--- config.mk ---
export PLATFORM = sky130hd
export DESIGN_NAME = linear_probe_hash_table_core
export DESIGN_NICKNAME = d
export VERILOG_FILES = /design/src/rtl/lpht_pkg.sv /design/src/rtl/lpht_ram.sv /design/src/rtl/lpht_ctrl.sv /design/src/rtl/lpht_datapath.sv /design/src/rtl/linear_probe_hash_table_core.sv
export VERILOG_INCLUDE_DIRS = /design/src /design/src/rtl
export SDC_FILE = /design/constraint.sdc
export NUM_CORES = 1
export LEC_CHECK = 0
export BUFFER_PORTS_ARGS = -buffer_cell sky130_fd_sc_hd__buf_2
export CORE_AREA = 4 4 133 135
export CTS_CLUSTER_DIAMETER = 80
export DETAILED_ROUTE_END_ITERATION = 12
export DIE_AREA = 0 0 137 139
export SLEW_MARGIN = 40
export SYNTH_ARGS = -nofsm -noshare
export SYNTH_HDL_FRONTEND = slang
export SYNTH_SLANG_ARGS = --single-unit
--- constraint.sdc ---
create_clock -name clk -period 4.7 [get_ports clk]
set_input_delay 0.94 -clock clk [delete_from_list [all_inputs] [get_ports clk]]
set_output_delay 0.94 -clock clk [all_outputs]
set_load 0.1 [all_outputs]
--- src/rtl/linear_probe_hash_table_core_assert.svh ---
// Assertion macros for the linear probe hash table core.
// Each macro expects signals named clk and rst in the scope where it is used.
`ifndef LINEAR_PROBE_HASH_TABLE_CORE_ASSERT_SVH
`define LINEAR_PROBE_HASH_TABLE_CORE_ASSERT_SVH

// Check that a condition holds in the same cycle as its trigger.
`define LPHT_ASSERT_SAME(lbl, trig, cond) \
  lbl: assert property (@(posedge clk) disable iff (rst) (trig) |-> (cond)) \
    else $error("lpht assertion failed");

// Check that a condition holds in the cycle after its trigger.
`define LPHT_ASSERT_NEXT(lbl, trig, cond) \
  lbl: assert property (@(posedge clk) disable iff (rst) (trig) |=> (cond)) \
    else $error("lpht assertion failed");

`endif

--- src/rtl/lpht_pkg.sv ---
// Shared types for the linear probe hash table core.
// Used by the controller, the datapath and the top level; no dependencies.
`default_nettype none

package lpht_pkg;

  typedef enum logic [1:0] {
    OP_INSERT = 2'd0,
    OP_DELETE = 2'd1,
    OP_SEARCH = 2'd2
  } op_t;

  typedef enum logic [1:0] {
    ST_OK        = 2'd0,
    ST_NOT_FOUND = 2'd1,
    ST_FULL      = 2'd2
  } status_t;

  typedef enum logic [2:0] {
    S_IDLE,
    S_DIV,
    S_HOME,
    S_PROBE,
    S_DONE
  } state_t;

  // Controller to datapath commands
  typedef struct packed {
    logic load;    // capture the input item
    logic hash;    // register the quotient of value by table size
    logic start;   // set probe index to home slot, clear step count
    logic issue;   // read the slot at the probe index and advance
    logic commit;  // record a hit and, on insert or delete, update the table
    logic fail;    // record a miss or a full table
  } lpht_cmd_t;

  // Datapath to controller status
  typedef struct packed {
    logic hit;        // slot read last cycle satisfies the request
    logic miss;       // last slot read and nothing satisfied
    logic exhausted;  // every slot of the circle has been read
  } lpht_sts_t;

endpackage

`default_nettype wire

--- src/rtl/lpht_ram.sv ---
// Generic single write port, single read port RAM with registered read.
// No dependencies.
`default_nettype none

module lpht_ram #(
  parameter int WIDTH = 16,
  parameter int DEPTH = 8
) (
  input  wire logic                     clk,
  input  wire logic                     wr_en,
  input  wire logic [$clog2(DEPTH)-1:0] wr_addr,
  input  wire logic [WIDTH-1:0]         wr_data,
  input  wire logic                     rd_en,
  input  wire logic [$clog2(DEPTH)-1:0] rd_addr,
  output logic      [WIDTH-1:0]         rd_data
);

  logic [WIDTH-1:0] mem [DEPTH];

  // Write and registered read
  always_ff @(posedge clk) begin
    if (wr_en) begin
      mem[wr_addr] <= wr_data;
    end
    if (rd_en) begin
      rd_data <= mem[rd_addr];
    end
  end

endmodule

`default_nettype wire

--- src/rtl/lpht_ctrl.sv ---
// Controller state machine for the linear probe hash table core.
// Depends on lpht_pkg for state, command and status types.
`default_nettype none

module lpht_ctrl
  import lpht_pkg::*;
(
  input  wire logic      clk,
  input  wire logic      rst,
  input  wire logic      in_valid,
  input  wire logic      out_stall,
  input  wire lpht_sts_t sts,
  output lpht_cmd_t      cmd,
  output logic           in_stall,
  output logic           out_valid
);

  state_t state, state_next;

  // State register
  always_ff @(posedge clk) begin
    if (rst) begin
      state <= S_IDLE;
    end else begin
      state <= state_next;
    end
  end

  // Next state and commands
  always_comb begin
    state_next = state;
    cmd        = '0;
    case (state)
      S_IDLE: begin
        if (in_valid) begin
          cmd.load   = 1'b1;
          state_next = S_DIV;
        end
      end
      S_DIV: begin
        cmd.hash   = 1'b1;
        state_next = S_HOME;
      end
      S_HOME: begin
        cmd.start  = 1'b1;
        state_next = S_PROBE;
      end
      S_PROBE: begin
        // keep reads flowing; stop on first hit or after the last slot
        cmd.issue = !sts.exhausted;
        if (sts.hit) begin
          cmd.commit = 1'b1;
          state_next = S_DONE;
        end else if (sts.miss) begin
          cmd.fail   = 1'b1;
          state_next = S_DONE;
        end
      end
      S_DONE: begin
        if (!out_stall) begin
          state_next = S_IDLE;
        end
      end
      default: begin
        state_next = S_IDLE;
      end
    endcase
  end

  assign in_stall  = (state != S_IDLE);
  assign out_valid = (state == S_DONE);

endmodule

`default_nettype wire

--- src/rtl/lpht_datapath.sv ---
// Datapath for the linear probe hash table core: home slot hash, probe
// index, slot valid bits, value RAM and result register. Uses lpht_pkg, lpht_ram.
`default_nettype none

module lpht_datapath
  import lpht_pkg::*;
#(
  parameter int TABLE_SIZE = 8
) (
  input  wire logic        clk,
  input  wire logic        rst,
  input  wire lpht_cmd_t   cmd,
  input  wire logic [1:0]  operation,
  input  wire logic [15:0] item_value,
  output lpht_sts_t        sts,
  output logic [1:0]       status,
  output logic [2:0]       slot_index
);

  localparam int IW = $clog2(TABLE_SIZE);
  localparam int CW = $clog2(TABLE_SIZE + 1);
  // floor(2^24 / size): quotient estimate is exact or one low for 16-bit values
  localparam int unsigned RECIP = (2 ** 24) / TABLE_SIZE;

  op_t                   op_r;
  logic [15:0]           value;
  logic [15:0]           quot;
  logic [IW-1:0]         idx;
  logic [IW-1:0]         idx_d;
  logic [CW-1:0]         cnt;
  logic                  pend;
  logic                  last_d;
  logic [TABLE_SIZE-1:0] slot_valid;
  status_t               res_status;
  logic [2:0]            res_slot;
  logic [15:0]           rd_data;

  logic [39:0]   quot_prod;
  logic [24:0]   qn;
  logic [16:0]   rem_full;
  logic [9:0]    rem_raw;
  logic [9:0]    rem_fix;
  logic [IW-1:0] home;
  logic [IW-1:0] idx_wrap;
  logic          is_insert;
  logic          is_delete;
  logic          hit;

  assign is_insert = (op_r == OP_INSERT);
  assign is_delete = (op_r == OP_DELETE);

  // Quotient estimate by reciprocal multiply
  assign quot_prod = 40'(value) * 40'(24'(RECIP));

  // Remainder from registered quotient, one correcting subtract
  assign qn       = 25'(quot) * 25'(TABLE_SIZE);
  assign rem_full = {1'b0, value} - qn[16:0];
  assign rem_raw  = rem_full[9:0];
  assign rem_fix  = (rem_raw >= 10'(TABLE_SIZE)) ? rem_raw - 10'(TABLE_SIZE) : rem_raw;
  assign home     = IW'(rem_fix);

  assign idx_wrap = (idx == IW'(TABLE_SIZE - 1)) ? '0 : idx + 1'b1;

  // Judge the slot read in the previous cycle
  always_comb begin
    if (is_insert) begin
      hit = pend && !slot_valid[idx_d];
    end else begin
      hit = pend && slot_valid[idx_d] && (rd_data == value);
    end
  end

  assign sts.hit       = hit;
  assign sts.miss      = pend && last_d && !hit;
  assign sts.exhausted = (cnt == CW'(TABLE_SIZE));

  // Item capture, hash and probe registers
  always_ff @(posedge clk) begin
    if (cmd.load) begin
      op_r  <= op_t'(operation);
      value <= item_value;
    end
    if (cmd.hash) begin
      quot <= quot_prod[39:24];
    end
    if (cmd.start) begin
      idx <= home;
      cnt <= '0;
    end else if (cmd.issue) begin
      idx    <= idx_wrap;
      cnt    <= cnt + 1'b1;
      idx_d  <= idx;
      last_d <= (cnt == CW'(TABLE_SIZE - 1));
    end
  end

  // Read in flight flag
  always_ff @(posedge clk) begin
    if (rst) begin
      pend <= 1'b0;
    end else begin
      pend <= cmd.issue;
    end
  end

  // Slot valid bits: set on insert, clear on delete
  always_ff @(posedge clk) begin
    if (rst) begin
      slot_valid <= '0;
    end else if (cmd.commit) begin
      if (is_insert) begin
        slot_valid[idx_d] <= 1'b1;
      end else if (is_delete) begin
        slot_valid[idx_d] <= 1'b0;
      end
    end
  end

  // Result register
  always_ff @(posedge clk) begin
    if (cmd.commit) begin
      res_status <= ST_OK;
      res_slot   <= 3'(idx_d);
    end else if (cmd.fail) begin
      res_status <= is_insert ? ST_FULL : ST_NOT_FOUND;
      res_slot   <= '0;
    end
  end

  assign status     = res_status;
  assign slot_index = res_slot;

  lpht_ram #(
    .WIDTH(16),
    .DEPTH(TABLE_SIZE)
  ) u_values (
    .clk    (clk),
    .wr_en  (cmd.commit && is_insert),
    .wr_addr(idx_d),
    .wr_data(value),
    .rd_en  (cmd.issue),
    .rd_addr(idx),
    .rd_data(rd_data)
  );

endmodule

`default_nettype wire

--- src/rtl/linear_probe_hash_table_core.sv ---
// Linear probe hash table: insert, delete or search of a 16-bit value.
// Each item is captured, divided by TABLE_SIZE for its home slot, then slots
// are probed one a cycle from it until a hit, or a miss or full table.
// One item at a time: next item is taken the cycle after its result leaves.
// Synchronous reset empties every slot at once; no clearing pass.
`default_nettype none

`include "linear_probe_hash_table_core_assert.svh"

module linear_probe_hash_table_core
  import lpht_pkg::*;
#(
  parameter int TABLE_SIZE = 8
) (
  input  wire logic        clk,
  input  wire logic        rst,
  input  wire logic        in_valid,
  output logic             in_stall,
  input  wire logic [1:0]  operation,
  input  wire logic [15:0] item_value,
  output logic             out_valid,
  input  wire logic        out_stall,
  output logic [1:0]       status,
  output logic [2:0]       slot_index
);

  lpht_cmd_t cmd;
  lpht_sts_t sts;

  lpht_ctrl u_ctrl (
    .clk      (clk),
    .rst      (rst),
    .in_valid (in_valid),
    .out_stall(out_stall),
    .sts      (sts),
    .cmd      (cmd),
    .in_stall (in_stall),
    .out_valid(out_valid)
  );

  lpht_datapath #(
    .TABLE_SIZE(TABLE_SIZE)
  ) u_dp (
    .clk       (clk),
    .rst       (rst),
    .cmd       (cmd),
    .operation (operation),
    .item_value(item_value),
    .sts       (sts),
    .status    (status),
    .slot_index(slot_index)
  );

  // A failed request always reports slot zero
  `LPHT_ASSERT_SAME(a_fail_slot_zero, out_valid && (status != ST_OK), slot_index == 3'd0)
  // No new item is taken while a result is pending
  `LPHT_ASSERT_SAME(a_no_accept_busy, out_valid, in_stall)
  // A hit is presented as a result the next cycle
  `LPHT_ASSERT_NEXT(a_commit_result, cmd.commit, out_valid && (status == ST_OK))
  // Hit and miss never fire together
  `LPHT_ASSERT_SAME(a_hit_miss_excl, sts.hit, !sts.miss)

endmodule

`default_nettype wire
==> key figures <==
Synth
  – Yosys warnings: 0
  – Fraction of registers with async set/reset: 0%
  – Commonest cells post-synth: edfxtp_1, mux4_2, dfxtp_1, mux2_2, nor4_1
  – Area fraction in compound gates after synthesis: 1.905%
  – Area contributors post-synth: edfxtp_1, mux4_2, dfxtp_1
  – Most used flip-flop cell after synthesis: edfxtp_1
  – Post-synth top area share: 68.97%
  – Syn Nets: 426
  – Post-Synth XOR/XNOR Area: 2.222%
  – Multiplexer share of the synthesized area: 13.67%
  – Simple-gate share of the synthesized area: 6.199%
  – Synth Cell Area: 0.007488 mm^2
  – Main combinational cell family by area after synthesis: multiplexers
  – Post-Syn Instances: 400
  – Synth Register Bits: 190
  – Synth unique cells: 45
  – Adder-cell area share of the yosys netlist: 0.6683%
  – Seq/Total Area, Yosys: 73.78%
  – Yosys top cell by area: edfxtp_1
  – Top-count cell post-synth: edfxtp_1
  – Number of enable flip-flop cells after synthesis: 172
  – Mapped Avg Cell Area: 18.72 um^2

Worst hold path
  – Hold Crit Class: reg -> reg

STA
  – Worst Tran Pin Value: 711.9 ps
  – Slew Viols, Final: 0
  – Final setup fails: 0
  – Slew HR: 52.14%
  – Period utilization: 70.24%
  – Setup Skew: 9.828 ps
  – Worst path setup slack after routing: 1399 ps
  – Hold WS: 476.8 ps
  – Fmax: 302.9 MHz
  – RSZ-0062 raised after global routing: false
  – Fin Setup TNS: 0 ps
  – Minimum clock period: 3301 ps
  – Hold Fails Final Rpt: 0

Clock tree
  – Clk_lat worst skew: 420 ps
  – CTS tree: yes
  – Cts bufs inserted: 17
  – Sink Count: 190
  – Clock-pin slew on the worst setup and hold paths: 70 ps
  – H-tree depth: 4
  – Hold buffer count at cts: 0
  – CTS Root Buffer Type: clkbuf_16
  – CTS Buffer Depth: 2
  – Post CTS Setup Buffer Count: 0
  – Cts repair resizes: 0

Worst setup path
  – Type of the worst setup path: reg -> reg
  – Slowest stage delay, CP: 620 ps
  – Slowest-stage cell, CP: nor4_4
  – WP buf/inv: 1
  – WP data arrival: 3400 ps
  – CP Capture Type: flop
  – Worst Path Required: 4800 ps
  – Delay-heaviest family, CP: simple AND/OR/NAND/NOR gates
  – Crit-path cells: xor2_1 -> nor4_1 -> nand3_1 -> nor4_4 -> nor2_2 -> nor4_2 -> buf_4
  – R2R setup slack: 1400 ps
  – Largest fanout on the critical path: 16
  – Startpoint Class: flop

Pwr
  – Leak pwr: 2.838 nW
  – Internal power: 2.842 mW
  – Sw power: 755.9 uW
  – Clk network pwr share: 39.4%
  – Worst IR Drop VDD: 0.0002912 V
  – Sw frac: 21.01%
  – Power density over the cells: 418.9 mW/mm^2
  – Comb pwr share: 6.8%
  – Flop pwr share: 53.9%

Place
  – Post-detail-place hpwl: 8403 um
  – Port bufs: 28
  – GP Congestion: 0.7424
  – Worst slack at placement: 1402 ps
  – Placement Cell Area: 0.008013 mm^2

Floorplan
  – # IOs: 29
  – Die Y: 139 um
  – Die X: 137 um
  – Core area: 0.01647 mm^2
  – Die area: 0.01904 mm^2
  – Initial core utilization: 45.48%
  – Site Rows: 47

Final layout
  – Post-Route Utilization: 52.17%
  – Final Instance Area: 0.008589 mm^2
  – Nets@finish: 468
  – Share of cells above drive strength 1: 30.46%
  – Diode count: 0
  – Layout area overhead: 14.70%

GRT
  – Initial antenna violation count: 0
  – Global route overflow: 0
  – Met1 Use GR: 20.50%
  – Total Routing Usage GR: 15.40%
  – Global routing usage on met3: 3.810%
  – GRT met2 Usage: 24.76%
  – Largest net degree at the start of global routing: 33
  – Vias in the first global route: 3758
  – First-pass GRT wire length: 21510 um
  – Top Usage Layer GRT: met2

Outcome
  – Run status: finished, final reports clean

Drt
  – Iteration-0 DRC Markers: 306
  – Final antenna-violating net count: 0
  – WL/cell: 20.29 um
  – DRC: 0
  – Vias: 3621
  – Avg Vias per Cell: 5.380
  – Drt first pass iters: 4
  – Detailed Route WL: 13660 um

Job
  – Max-cap violations: 0
-- layer usage --
metal	up-vias	wire length (um)	share of wire (%)
li1	1676	-	-
met1	1863	5979	44
met2	70	6940	51
met3	12	577	4.2
met4	0	161	1.2
met5	-	0	0
-- cells in the final DEF (no fill, tap or decap), drive strengths merged, types with 2 or more instances in the layout --
cell	count
edfxtp	172
buf	43
mux4	32
clkbuf	20
mux2	18
dfxtp	18
nor4	18
xor2	14
nor2	14
nand2	11
nand2b	11
mux2i	10
o21ai	9
inv	7
nor3	6
xnor2	5
ha	4
or2	4
and2	3
nor3b	3
clkinvlp	3
bufinv	3
a31oi	3
clkinv	3
o31ai	2
or3	2
nand4b	2
nand3	2
-- final timing paths --
path,start,endpoint,cells after the start
max,u_dp.value[8],u_dp.u_values.mem[7][3],7
max reg2reg,u_dp.value[8],u_dp.u_values.mem[7][3],7
min reg2reg,flop,flop,2
min,flop,flop,2
-- tightest hold or removal path: stages, from the launching register on --
cell and delay [ps]:
dfxtp_1 300, inv_1 60, a21boi_0 70
-- power by group through the flow --
stage          Clock, mW  Sequential, mW  Combinational [mW]
2_1_floorplan          0            1.96               0.180
3_3_place_gp           0            1.98               0.228
3_5_place_dp           0            1.97               0.250
4_1_cts             1.45            1.94               0.251
5_1_grt             1.52            1.94               0.269
6_report            1.42            1.94               0.244
-- cell families after synthesis --
logic type | after synthesis
AOI/OAI and AO/OA | 22
DFF | 190
muxes | 60
and+or+nand+nor | 79
adders and majority gates | 4
buffers and inverters | 26
xor gates and xnor gates | 19
-- sequential cells by signal (all words and copies together) (netlist names), named ones only --
| name | flops |
|---|---|
| u_dp.last_d | 1 |
| u_dp.u_values.mem | 128 |
| u_dp.value | 16 |
| u_ctrl.state | 3 |
| u_dp.status | 2 |
| u_dp.slot_index | 3 |
| u_dp.op_r | 2 |
| u_dp.pend | 1 |
| u_dp.cnt | 4 |
| u_dp.idx | 3 |
| u_dp.idx_d | 3 |
| u_dp.u_values.rd_data | 16 |
-- stage by stage --
step / total power [mW] / cells
finish: 3.598 / 673
global route: 3.727 / 673
CTS: 3.635 / 673
detailed placement: 2.225 / 643
global placement: 2.211 / 640
floorplan: 2.138 / 400
-- area by class of cell --
type | instances | area, um^2
fillers | 1346 | 7876
flip-flops and latches | 190 | 5525
multi-input cells | 184 | 1906
clock buffers | 20 | 436.7
repair buffers | 43 | 284.0
well taps | 220 | 275.3
clock inverters | 10 | 140.1
inverters | 6 | 22.52
Power figures use the tool's default switching activity.
